`config.mk`:
```
export PLATFORM = sky130hd
export DESIGN_NAME = cascaded_moving_average_core
export DESIGN_NICKNAME = d
export VERILOG_FILES = /design/src/rtl/core/cma_pkg.sv /design/src/rtl/core/cma_stage.sv /design/src/rtl/core/cascaded_moving_average_core.sv
export VERILOG_INCLUDE_DIRS = /design/src /design/src/rtl/core
export SDC_FILE = /design/constraint.sdc
export NUM_CORES = 1
export LEC_CHECK = 0
export BUFFER_PORTS_ARGS = -buffer_cell sky130_fd_sc_hd__buf_2
export CORE_UTILIZATION = 60
export CTS_BUF_LIST = sky130_fd_sc_hd__clkbuf_4
export CTS_CLUSTER_SIZE = 14
export DETAILED_ROUTE_END_ITERATION = 16
export PLACE_DENSITY = 0.79
export SKIP_LAST_GASP = 1
export SYNTH_ARGS = -nofsm -noshare
export SYNTH_HDL_FRONTEND = slang
export SYNTH_SLANG_ARGS = --single-unit
```
`constraint.sdc`:
```
create_clock -name clk -period 16.8 [get_ports clk]
set_input_delay 1.68 -clock clk [delete_from_list [all_inputs] [get_ports clk]]
set_output_delay 1.68 -clock clk [all_outputs]
set_load 0.05 [all_outputs]
```
`src/rtl/core/cascaded_moving_average_core_assert.svh`:
```
// Assertion macros for the cascaded moving average core.
// Define NO_ASSERTIONS to compile them out.
`ifndef CASCADED_MOVING_AVERAGE_CORE_ASSERT_SVH
`define CASCADED_MOVING_AVERAGE_CORE_ASSERT_SVH

`ifndef NO_ASSERTIONS

// Checked only outside reset.
`define CMA_ASSERT(name, clock, reset, prop) \
  name: assert property (@(posedge clock) disable iff (reset) prop) \
    else $error("cascaded moving average check failed");

// Checked on every edge, reset included.
`define CMA_ASSERT_ALWAYS(name, clock, prop) \
  name: assert property (@(posedge clock) prop) \
    else $error("cascaded moving average check failed");

`else

`define CMA_ASSERT(name, clock, reset, prop)
`define CMA_ASSERT_ALWAYS(name, clock, prop)

`endif

`endif

```
`src/rtl/core/cma_pkg.sv`:
```
package cma_pkg;

  localparam int WORD_W   = 16;
  localparam int COUNT_W  = 14;
  localparam int RESULT_W = 26;
  localparam int ORDER_W  = 2;

  localparam logic [ORDER_W-1:0] ORDER_NONE  = 2'd0;
  localparam logic [ORDER_W-1:0] ORDER_ONE   = 2'd1;
  localparam logic [ORDER_W-1:0] ORDER_TWO   = 2'd2;
  localparam logic [ORDER_W-1:0] ORDER_THREE = 2'd3;
  localparam logic [ORDER_W-1:0] ORDER_RESET = ORDER_THREE;

  // Per-stage control from the top level.
  typedef struct packed {
    logic advance;  // whole pipeline moves this cycle
    logic push;     // a beat enters the stage
  } stage_ctrl_t;

endpackage

```
`src/rtl/core/cma_stage.sv`:
```
`include "cascaded_moving_average_core_assert.svh"

module cma_stage #(
  parameter int WINDOW = 16,
  parameter int IN_W   = 14,
  localparam int MEAN_W = IN_W + $clog2(WINDOW + 1) - 1
) (
  input  logic                 clk,
  input  logic                 rst,
  input  cma_pkg::stage_ctrl_t ctl,
  input  logic [IN_W-1:0]      x,
  output logic                 mean_valid,
  output logic [MEAN_W-1:0]    mean
);
  import cma_pkg::*;

  localparam int FRAC_W = $clog2(WINDOW + 1) - 1;
  localparam int SLOT_W = $clog2(WINDOW);
  localparam int FILL_W = $clog2(WINDOW + 1);
  localparam int SUM_W  = IN_W + $clog2(WINDOW);
  localparam bit POW2   = (WINDOW & (WINDOW - 1)) == 0;

  logic [IN_W-1:0]   ring [WINDOW];
  logic [SLOT_W-1:0] slot;
  logic [FILL_W-1:0] fill;
  logic              push;

  logic              a_valid;
  logic              a_full;
  logic              a_emit;
  logic [IN_W-1:0]   a_x;
  logic [IN_W-1:0]   a_old;

  logic [SUM_W-1:0]  sum;
  logic [SUM_W-1:0]  sum_next;
  logic              b_valid;

  assign push = ctl.advance && ctl.push;

  // Old entry is read in the same cycle it is overwritten; the read returns the
  // value from WINDOW beats back, so no forwarding is needed.
  always_ff @(posedge clk) begin
    if (push) begin
      ring[slot] <= x;
    end
    if (ctl.advance) begin
      a_old <= ring[slot];
    end
  end

  always_ff @(posedge clk) begin
    if (ctl.advance) begin
      a_x    <= x;
      a_full <= fill == FILL_W'(WINDOW);
      a_emit <= fill >= FILL_W'(WINDOW - 1);
    end
  end

  assign sum_next = sum + SUM_W'(a_x) - (a_full ? SUM_W'(a_old) : '0);

  always_ff @(posedge clk) begin
    if (rst) begin
      slot    <= '0;
      fill    <= '0;
      a_valid <= 1'b0;
      b_valid <= 1'b0;
      sum     <= '0;
    end else if (ctl.advance) begin
      a_valid <= ctl.push;
      b_valid <= a_valid && a_emit;
      if (ctl.push) begin
        slot <= (slot == SLOT_W'(WINDOW - 1)) ? '0 : slot + 1'b1;
        if (fill != FILL_W'(WINDOW)) begin
          fill <= fill + 1'b1;
        end
      end
      if (a_valid) begin
        sum <= sum_next;
      end
    end
  end

  generate
    if (POW2) begin : g_exact
      // sum * 2^F / WINDOW is the sum itself
      assign mean_valid = b_valid;
      assign mean       = MEAN_W'(sum);
    end else begin : g_recip
      // floor(sum * 2^F / WINDOW) as sum times a rounded-up reciprocal of WINDOW,
      // low half of the constant into m_lo, then the high half added into m_prod.
      localparam int DIV_W     = SUM_W + FRAC_W;
      localparam int SHIFT     = DIV_W + $clog2(WINDOW);
      localparam int RECIP_W   = DIV_W + 1;
      localparam int LO_W      = RECIP_W / 2;
      localparam int HI_W      = RECIP_W - LO_W;
      localparam int LO_PROD_W = SUM_W + LO_W;
      localparam int HI_PROD_W = SUM_W + HI_W;
      localparam int PROD_W    = SUM_W + RECIP_W;
      localparam longint unsigned RECIP_FULL =
        ((64'd1 << SHIFT) + 64'(WINDOW) - 64'd1) / 64'(WINDOW);
      localparam logic [RECIP_W-1:0] RECIP    = RECIP_W'(RECIP_FULL);
      localparam logic [LO_W-1:0]    RECIP_LO = RECIP[LO_W-1:0];
      localparam logic [HI_W-1:0]    RECIP_HI = RECIP[RECIP_W-1:LO_W];

      logic [SUM_W-1:0]     m_x;
      logic [LO_PROD_W-1:0] m_lo;
      logic [PROD_W-1:0]    m_prod;
      logic [1:0]           m_valid;

      always_ff @(posedge clk) begin
        if (ctl.advance) begin
          m_x    <= sum;
          m_lo   <= LO_PROD_W'(sum) * LO_PROD_W'(RECIP_LO);
          m_prod <= PROD_W'(m_lo) +
                    (PROD_W'(HI_PROD_W'(m_x) * HI_PROD_W'(RECIP_HI)) << LO_W);
        end
      end

      always_ff @(posedge clk) begin
        if (rst) begin
          m_valid <= '0;
        end else if (ctl.advance) begin
          m_valid <= {m_valid[0], b_valid};
        end
      end

      assign mean_valid = m_valid[1];
      assign mean       = m_prod[SUM_W + $clog2(WINDOW) +: MEAN_W];
    end
  endgenerate

  `CMA_ASSERT(a_fill_bound, clk, rst, fill <= FILL_W'(WINDOW))
  `CMA_ASSERT(a_mean_needs_full, clk, rst, b_valid |-> fill == FILL_W'(WINDOW))
  `CMA_ASSERT(a_sum_frozen, clk, rst, (!$past(ctl.advance) && !$past(rst)) |-> $stable(sum))
  `CMA_ASSERT_ALWAYS(a_sum_cleared, clk, $past(rst) |-> (sum == '0 && fill == '0))

endmodule

```
`src/rtl/core/cascaded_moving_average_core.sv`:
```
// Pipeline: a beat passes each stage up to the selected one (input register, then running
//   sum), then the output register; other windows add the m_lo and m_prod registers per stage.
// Throughput: one beat per cycle unless a finished result is stalled; each stage does
//   one ring read, one write and one add/subtract per beat, read and write in the same cycle.
// Reset (rst, synchronous): sums, fill counts and slots cleared, order_sel back to 3,
//   ring contents left as they are.
module cascaded_moving_average_core #(
  parameter int WINDOW = 16
) (
  input  logic                         clk,
  input  logic                         rst,
  input  logic                         cfg_valid,
  output logic                         cfg_ready,
  input  logic [cma_pkg::ORDER_W-1:0]  filter_order,
  input  logic                         in_valid,
  output logic                         in_stall,
  input  logic [cma_pkg::WORD_W-1:0]   sensor_word,
  output logic                         out_valid,
  input  logic                         out_stall,
  output logic [cma_pkg::RESULT_W-1:0] mean_value
);
  import cma_pkg::*;

  localparam int FRAC_W = $clog2(WINDOW + 1) - 1;
  localparam int M1_W   = COUNT_W + FRAC_W;
  localparam int M2_W   = COUNT_W + 2 * FRAC_W;
  localparam int M3_W   = COUNT_W + 3 * FRAC_W;
  localparam int PICK_W = (M3_W > RESULT_W) ? M3_W : RESULT_W;

  logic [ORDER_W-1:0] order_sel;
  logic [ORDER_W-1:0] sel_eff;
  logic               advance;

  stage_ctrl_t        ctl1;
  stage_ctrl_t        ctl2;
  stage_ctrl_t        ctl3;
  logic               s1_valid;
  logic               s2_valid;
  logic               s3_valid;
  logic [M1_W-1:0]    s1_mean;
  logic [M2_W-1:0]    s2_mean;
  logic [M3_W-1:0]    s3_mean;

  logic               pick_valid;
  logic [PICK_W-1:0]  pick;

  assign cfg_ready = 1'b1;

  always_ff @(posedge clk) begin
    if (rst) begin
      order_sel <= ORDER_RESET;
    end else if (cfg_valid && cfg_ready) begin
      order_sel <= filter_order;
    end
  end

  assign sel_eff = (order_sel == ORDER_NONE) ? ORDER_ONE : order_sel;

  // Whole pipeline holds while a finished result is stalled.
  assign advance  = !(out_valid && out_stall);
  assign in_stall = !advance;

  assign ctl1.advance = advance;
  assign ctl1.push    = in_valid;
  assign ctl2.advance = advance;
  assign ctl2.push    = s1_valid && (sel_eff != ORDER_ONE);
  assign ctl3.advance = advance;
  assign ctl3.push    = s2_valid && (sel_eff == ORDER_THREE);

  cma_stage #(.WINDOW(WINDOW), .IN_W(COUNT_W)) u_stage1 (
    .clk        (clk),
    .rst        (rst),
    .ctl        (ctl1),
    .x          (sensor_word[COUNT_W-1:0]),
    .mean_valid (s1_valid),
    .mean       (s1_mean)
  );

  cma_stage #(.WINDOW(WINDOW), .IN_W(M1_W)) u_stage2 (
    .clk        (clk),
    .rst        (rst),
    .ctl        (ctl2),
    .x          (s1_mean),
    .mean_valid (s2_valid),
    .mean       (s2_mean)
  );

  cma_stage #(.WINDOW(WINDOW), .IN_W(M2_W)) u_stage3 (
    .clk        (clk),
    .rst        (rst),
    .ctl        (ctl3),
    .x          (s2_mean),
    .mean_valid (s3_valid),
    .mean       (s3_mean)
  );

  // Align every stage to 3*F fraction bits.
  always_comb begin
    case (sel_eff)
      ORDER_TWO: begin
        pick_valid = s2_valid;
        pick       = PICK_W'(s2_mean) << FRAC_W;
      end
      ORDER_THREE: begin
        pick_valid = s3_valid;
        pick       = PICK_W'(s3_mean);
      end
      default: begin
        pick_valid = s1_valid;
        pick       = PICK_W'(s1_mean) << (2 * FRAC_W);
      end
    endcase
  end

  always_ff @(posedge clk) begin
    if (rst) begin
      out_valid <= 1'b0;
    end else if (advance) begin
      out_valid <= pick_valid;
    end
  end

  always_ff @(posedge clk) begin
    if (advance && pick_valid) begin
      mean_value <= pick[RESULT_W-1:0];
    end
  end

endmodule
```
==> results of run 1 <==
## layout make-up
class                   count  area (µm²)  area share
multi-input cells        1221       13130      0.2545
clock buffers             417        3131     0.06069
inverters                 252       945.9     0.01834
diodes                      5       12.51   0.0002426
clock inverters            53       339.1    0.006574
repair buffers             85       520.5     0.01009
well taps                1030        1289     0.02499
flip-flops and latches   1106       32220      0.6246
## kinds of logic (layout without fill, tap and decap cells)
group / after synthesis / after routing / share of synthesized area
AO/OA/AOI/OAI: 288 / 288 / 0.03925
AND/OR/NAND/NOR: 432 / 432 / 0.04567
adder cells (fa/ha/maj): 141 / 141 / 0.04656
other: 1 / 6 / 0.00008047
XOR/XNOR: 60 / 60 / 0.01128
buffers and inverters: 366 / 807 / 0.02959
multiplexers: 299 / 299 / 0.1368
flip-flops: 1106 / 1106 / 0.6908
## worst reg2reg max path, delay by kind of cell, from the launching register on
| kind | cells | cell delay (ps) |
|---|---|---|
| flip-flops | 1 | 790 |
| AND/OR/NAND/NOR | 3 | 960 |
| AO/OA/AOI/OAI | 6 | 1660 |
| adder cells (fa/ha/maj) | 2 | 940 |
## how the worst max path moves through the flow
| stage | slack [ps] | start | to |
|---|---|---|---|
| 3_3_place_gp | 11840 | out_stall | u_stage1.mean[17]$_SDFFE_PP0P_ |
| 2_1_floorplan | 9290 | out_stall | u_stage1.ring[3][0]$_DFFE_PP_ |
| 3_5_place_dp | 11770 | out_stall | u_stage1.mean[17]$_SDFFE_PP0P_ |
| 6_report | 12210 | out_stall | in_stall |
| 4_1_cts | 12180 | out_stall | in_stall |
| 5_1_grt | 12100 | out_stall | in_stall |
## through the flow
stage	total power [mW]	instance area [µm²]	std cells	setup WS (ps)
finish	6.146	51580	4169	12210
global route	6.412	51580	4169	12100
CTS	6.178	51570	4164	12180
global placement	3.917	48100	3694	11840
detailed placement	3.947	48100	3694	11770
floorplan	3.756	46600	2693	9294
## cell usage in the layout (no fill, tap or decap), types with 35 or more instances in the layout
cell type / instances
edfxtp_1: 1004
clkbuf_4: 417
mux4_2: 270
inv_1: 251
a21oi_1: 124
nand2_1: 118
nor2_1: 101
dfxtp_1: 92
and2_1: 87
ha_1: 87
fa_1: 54
buf_2: 47
clkinv_1: 42
buf_4: 38
xnor2_1: 35
## synth_stat cells (17+ instances only)
cell      number  area (µm²)
a211oi_1      19       142.6
a21o_1        26       195.2
a21oi_1      124       620.6
and2_1        95       594.3
and3_1        17       106.4
buf_1         29       108.9
clkbuf_1      83       311.6
dfxtp_1      102        2042
edfxtp_1    1004       30150
fa_1          54        1081
ha_1          87        1089
inv_1        251       942.2
mux2i_1       27       270.3
mux4_2       270        6081
nand2_1      119       446.7
nand3_1       19       95.09
nor2_1       102       382.9
nor2b_1       19       118.9
nor3_1        21       105.1
o21ai_0       33       165.2
xnor2_1       35       306.5
xor2_1        25       219.0
## sequential cells by signal, indices dropped and copies added (netlist names), 5 cells and up
signal / count
u_stage2.mean: 22
u_stage2.fill: 5
mean_value: 26
u_stage2.a_x: 18
u_stage3.a_x: 22
u_stage3.ring: 352
u_stage2.a_old: 18
u_stage3.a_old: 22
u_stage3.mean: 26
u_stage2.ring: 288
u_stage1.a_x: 14
u_stage1.ring: 224
u_stage1.mean: 18
u_stage1.a_old: 14
u_stage1.fill: 5
u_stage3.fill: 5
## power groups by stage
| stage | logic [mW] | registers, mW | clock network (mW) |
|---|---|---|---|
| after floorplan | 0.568 | 3.19 | 0 |
| after global placement | 0.690 | 3.23 | 0 |
| after detailed placement | 0.712 | 3.24 | 0 |
| after CTS | 0.719 | 3.18 | 2.28 |
| after global routing | 0.804 | 3.18 | 2.43 |
| final | 0.729 | 3.18 | 2.24 |
## metal layers
metal,vias up,wire [µm],GRT usage
li1,11020,-,-
met1,12910,39770,0.3585
met2,1273,50320,0.4331
met3,201,8402,0.05778
met4,0,2995,0.1058
met5,-,0,0
==> reports/metrics.csv, run 1 <==
stage;metric;value;unit
outcome;status;finished, final reports clean;
clock_tree;Worst-path clk slew;60;ps
worst_setup_path;WP data required;15120;ps
synth;EDFF count, synth;1004;
clock_tree;H-tree Lvls;5;
timing;Hold Violations, Final;0;
placed_design;Final GP Congestion;0.9142;
worst_setup_path;Top Family by Delay on Critical Path;buffers and inverters;
clock_tree;Setup Fix Bufs, Post-CTS;0;
placed_design;DPL Wire Length;60.79;mm
worst_setup_path;slowest stage delay, CP;430;ps
synth;syn_nets;2857;
job;Max Cap Viol;0;
power_and_ir_drop;combinational share of power;0.119;
timing;period utilization;0.2733;
worst_setup_path;Reg2Reg Setup Slack;12350;ps
clock_tree;post-cts repair resize count;0;
route;DRC;0;
worst_setup_path;Worst Path Max Fanout;26;
global_routing;first-pass GRT wire length;154.8;mm
worst_setup_path;Buf/Inv on CP;3;
clock_tree;hold buffers post-CTS;0;
route;via count;25400;
floorplanning;Initial Util;0.6095;
synth;Async SR Flop Fraction;0;
route;Initial DRC Count;2538;
power_and_ir_drop;P per Cell Area;119.2;mW/mm²
hold_path;Hold EP;u_stage3.mean_valid$_SDFFE_PP0N_;
global_routing;overall routing resource usage;0.2676;
floorplanning;Die Y;280.7;µm
hold_path;Worst Hold Class;register to register;
worst_setup_path;critical path depth;4;
clock_tree;worst skew pair latency;1170;ps
worst_setup_path;CP startpoint kind;input port;
worst_setup_path;worst reg2reg startpoint;u_stage3.a_full$_DFFE_PN_;
power_and_ir_drop;Int Pwr;4.599;mW
global_routing;vias in the first global route;26530;
timing;RSZ-0062 raised after global routing;no;
floorplanning;io pins;52;
synth;YS warnings;0;
worst_setup_path;Slowest cell on crit path;clkinv_1;
worst_setup_path;R2R depth;11;
hold_path;hold_sp;u_stage3.mean_valid$_SDFFE_PP0N_;
synth;Mapped Cells;2693;
timing;Max Slew Vio Count;0;
clock_tree;clock root buffer;clkbuf_4;
global_routing;initial antenna violation count;4;
floorplanning;Die X;280.7;µm
clock_tree;clk buf depth;4;
timing;Rel. slew slack;0.1297;
floorplanning;std cell rows;101;
power_and_ir_drop;NetSw;1.548;mW
clock_tree;CTS tree;yes;
power_and_ir_drop;Max VDD drop;80.42;µV
timing;min Tclk post-route;4592;ps
power_and_ir_drop;clock share of power;0.364;
cells_and_area;nets@finish;3120;
clock_tree;clock tree sinks;1106;
worst_setup_path;RR Endpoint;u_stage3.mean[22]$_SDFFE_PP0P_;
worst_setup_path;worst-path cell chain;buf_2 > nand2_4 > clkinv_1 > buf_2;
synth;post-synthesis sequential area ratio;0.6908;
synth;post-synthesis area per instance;17.30;µm²
power_and_ir_drop;Pleak;17.70;nW
timing;Finish-stage setup viols;0;
placed_design;buffers added on ports;48;
worst_setup_path;Arrival @ worst endpoint;2910;ps
timing;measured slew at the worst slew-check pin;1305;ps
cells_and_area;share of layout cells above drive strength 1;0.2645;
route;routed len/inst;24.34;µm
clock_tree;CTS Buf Count;290;
synth;Netlist Area Pre-Place;0.04660;mm²
route;ANT nets after route;0;
worst_setup_path;Setup crit end kind;primary output;
route;vias per cell;6.094;
cells_and_area;P&R area growth vs syn;10.68;%
floorplanning;core footprint;0.07645;mm²
worst_setup_path;Top cell by count, worst path;buf_2;
hold_path;Min-Delay Path Depth;2;
floorplanning;DIE AREA;0.07878;mm²
timing;WHS;469.6;ps
timing;post-route setup TNS;0;ps
power_and_ir_drop;Sw Share;0.2518;
timing;max frequency;217.8;MHz
timing;clk_skew;126.9;ps
synth;number of synthesized register bits;1106;
power_and_ir_drop;sequential share of power;0.517;
global_routing;largest net degree at the start of global routing;68;
route;DRT Pass-1 Iters;6;
global_routing;global route overflow;0;
cells_and_area;Finished Core Util;0.6746;
route;routed wire length;101.5;mm
synth;Top FF cell, synth;edfxtp_1;
synth;post-synth cell types;66;
worst_setup_path;crit path kind;input port to primary output;
cells_and_area;fillcell total;4957;
(Power assumes the default switching activity.)
==> inputs of run 2 (changes only) <==
- CORE_UTILIZATION: 60 -> 59
- PLACE_DENSITY: 0.79 -> 0.81
- clock period: 16.8 -> 3.7 ns (I/O delays scaled with it)
==> reports/metrics.csv, run 2 (synthesis results as in run 1) <==
stage;metric;value;unit;change
placed_design;DPL Wire Length;67.16;mm;+10%
global_routing;global route overflow;0;;unchanged
placed_design;buffers added on ports;48;;unchanged
route;routed len/inst;24.32;µm;-0.12%
clock_tree;clock tree sinks;1106;;unchanged
floorplanning;core footprint;0.07785;mm²;+1.8%
hold_path;hold_sp;filter_order[1];;
cells_and_area;most frequent cells in the layout;1004 x edfxtp_1, 415 x clkbuf_4, 270 x mux4_2, 251 x inv_1;;
route;routed wire length;104.6;mm;+3.1%
floorplanning;DIE AREA;0.08011;mm²;+1.7%
placed_design;DP Area;0.04887;mm²;+1.6%
placed_design;Final GP Congestion;0.9021;;-1.3%
timing;clk_skew;83.33;ps;-43.58 ps
route;routed length on met3;9.113;mm;+8.5%
floorplanning;Die X;283.0;µm;+0.84%
global_routing;largest net degree at the start of global routing;77;;+13%
cells_and_area;share of layout cells above drive strength 1;0.2846;;+0.02006
power_and_ir_drop;P per Cell Area;533.5;mW/mm²;+350%
route;vias per cell;6.029;;-1.1%
worst_setup_path;Reg2Reg Setup Slack;160;ps;-12190 ps
timing;measured slew at the worst slew-check pin;1082;ps;-223.6 ps
job;Max Cap Viol;0;;unchanged
cells_and_area;biggest regs;u_stage3.ring x352, u_stage2.ring x288, u_stage1.ring x224;;
timing;Final WS setup;161.2;ps;-12050 ps
timing;Rel. slew slack;0.2788;;+0.1491
worst_setup_path;CP startpoint kind;register;;
clock_tree;CTS Buf Count;293;;+1.0%
worst_setup_path;Setup crit end kind;register;;
floorplanning;Die Y;283.0;µm;+0.84%
global_routing;vias in the first global route;27140;;+2.3%
floorplanning;std cell rows;102;;+0.99%
power_and_ir_drop;Pleak;18.44;nW;+4.2%
route;Top Metal Used;met5;;
power_and_ir_drop;Max VDD drop;317.2;µV;+290%
timing;period utilization;0.9564;;
global_routing;first-pass GRT wire length;159.0;mm;+2.7%
route;DRT Pass-1 Iters;5;;-1
placed_design;Setup Slack @ Placement;-105.1;ps;-11880 ps
timing;Finish-stage setup viols;0;;unchanged
worst_setup_path;WP data required;4660;ps;-10460 ps
clock_tree;CTS tree;yes;;
floorplanning;io pins;52;;unchanged
cells_and_area;FF+latch area;0.03221;mm²;about the same
clock_tree;clk buf depth;4;;unchanged
clock_tree;Worst-path clk slew;70;ps;about the same
global_routing;overall routing resource usage;0.2670;;-0.0006584
clock_tree;worst skew pair latency;1090;ps;-80 ps
global_routing;initial antenna violation count;5;;+1
hold_path;Worst Hold Class;input port to register;;
cells_and_area;fillcell total;5001;;+0.89%
cells_and_area;largest register by flop count;u_stage3.ring;;
worst_setup_path;worst reg2reg startpoint;u_stage2.a_full$_DFFE_PN_;;
route;ANT nets after route;0;;unchanged
cells_and_area;commonest non-fill, non-tap cell in the layout;edfxtp_1;;
worst_setup_path;R2R depth;12;;+1
route;WL met1;40.15;mm;+0.94%
clock_tree;H-tree Lvls;5;;unchanged
cells_and_area;Largest register FFs;352;;unchanged
route;metal2 WL;52.58;mm;+4.5%
timing;min Tclk post-route;3539;ps;
worst_setup_path;RR Endpoint;u_stage2.mean[20]$_SDFFE_PP0P_;;
timing;WHS;119.2;ps;-350.3 ps
route;Initial DRC Count;2881;;+14%
route;DRC;0;;unchanged
floorplanning;Initial Util;0.5986;;-0.01092
worst_setup_path;Worst Path Max Fanout;4;;-85%
timing;max frequency;282.6;MHz;
timing;RSZ-0062 raised after global routing;no;;
cells_and_area;nets@finish;3237;;+3.8%
worst_setup_path;crit path kind;register to register;;
hold_path;Min-Delay Path Depth;3;;+1
worst_setup_path;Arrival @ worst endpoint;4500;ps;+1590 ps
cells_and_area;Final Cell Area;0.05262;mm²;+2.0%
cells_and_area;P&R area growth vs syn;12.92;%;
clock_tree;clock root buffer;clkbuf_4;;
timing;Max Slew Vio Count;0;;unchanged
cells_and_area;footprint of the multi-input gates;0.01311;mm²;-0.11%
route;via count;25940;;+2.1%
outcome;status;finished, final reports clean;;
timing;Hold Violations, Final;0;;unchanged
hold_path;Hold EP;order_sel[1]$_SDFFE_PP1P_;;
[run 2: cell count changes in the layout (fill, tap and decap cells not counted), sizes merged]
cell         delta
dlygate4sd3    +20
clkbuf          -2
inv             +4
diode           -3
clkinv         +11
buf            +94
[run 2: timing repair]
action,4_1_cts,5_1_grt
setup endpoints to repair,1,8
hold buffers,20,0
hold endpoints to repair,305,0
pin swaps,0,0
resized for setup,1,7
buffers inserted,0,1
cloned,0,0
[run 2: final cells by class]
type	instances	share of cell area
Sequential cell	1106	0.6122
Inverter	252	0.01798
Clock inverter	68	0.007632
Multi-Input combinational cell	1221	0.2492
Clock buffer	415	0.05921
Timing Repair Buffer	199	0.02901
Tap cell	1040	0.02473
Antenna cell	2	0.00009511
[run 2: per-layer routing]
| metal | GRT usage | up-vias |
|---|---|---|
| met5 | 0 | - |
| met4 | 0.09660 | 2 |
| met3 | 0.05813 | 197 |
| met2 | 0.4370 | 1341 |
| met1 | 0.3559 | 13170 |
| li1 | - | 11230 |
[run 2: power by group]
| group | switching [mW] | internal [mW] | total (mW) |
|---|---|---|---|
| registers | 0.146 | 14.0 | 14.1 |
| clock network | 4.74 | 5.48 | 10.2 |
| logic | 2.22 | 1.52 | 3.74 |
| total | 7.10 | 21.0 | 28.1 |
[run 2: how the worst max path moves through the flow]
stage                              start                              to  slack [ps]  cells after the start
6_report       u_stage2.a_full$_DFFE_PN_  u_stage2.mean[20]$_SDFFE_PP0P_         160                     12
3_5_place_dp   u_stage3.a_full$_DFFE_PN_  u_stage3.mean[22]$_SDFFE_PP0P_        -110                     11
2_1_floorplan     out_valid$_SDFFE_PP0N_   u_stage1.ring[3][0]$_DFFE_PP_        -180                      5
5_1_grt        u_stage3.a_full$_DFFE_PN_  u_stage3.mean[23]$_SDFFE_PP0P_          30                     13
4_1_cts        u_stage3.a_full$_DFFE_PN_  u_stage3.mean[22]$_SDFFE_PP0P_          50                     11
3_3_place_gp   u_stage3.a_full$_DFFE_PN_  u_stage3.mean[22]$_SDFFE_PP0P_           4                     11
[run 2: stage by stage]
step | setup TNS [ps] | instances | util | total power, mW
6_report | 0 | 4303 | 0.6759 | 28.07
5_1_grt | 0 | 4303 | 0.6759 | 29.28
4_1_cts | 0 | 4300 | 0.6755 | 28.21
3_5_place_dp | -105.1 | 3797 | 0.6278 | 18.00
3_3_place_gp | 0 | 3797 | 0.6278 | 17.87
2_1_floorplan | -10250 | 2693 | - | 17.05
[run 2: critical path, cell delays in order (launching register included)]
cell      delay [ps]
edfxtp_1         430
and2_1           200
fa_1             490
inv_1             50
ha_1             310
nor2b_4          140
o21a_1           190
a311o_2          440
a31o_1           230
a311o_2          420
a311oi_2         270
xnor2_1           90
a22o_1           190
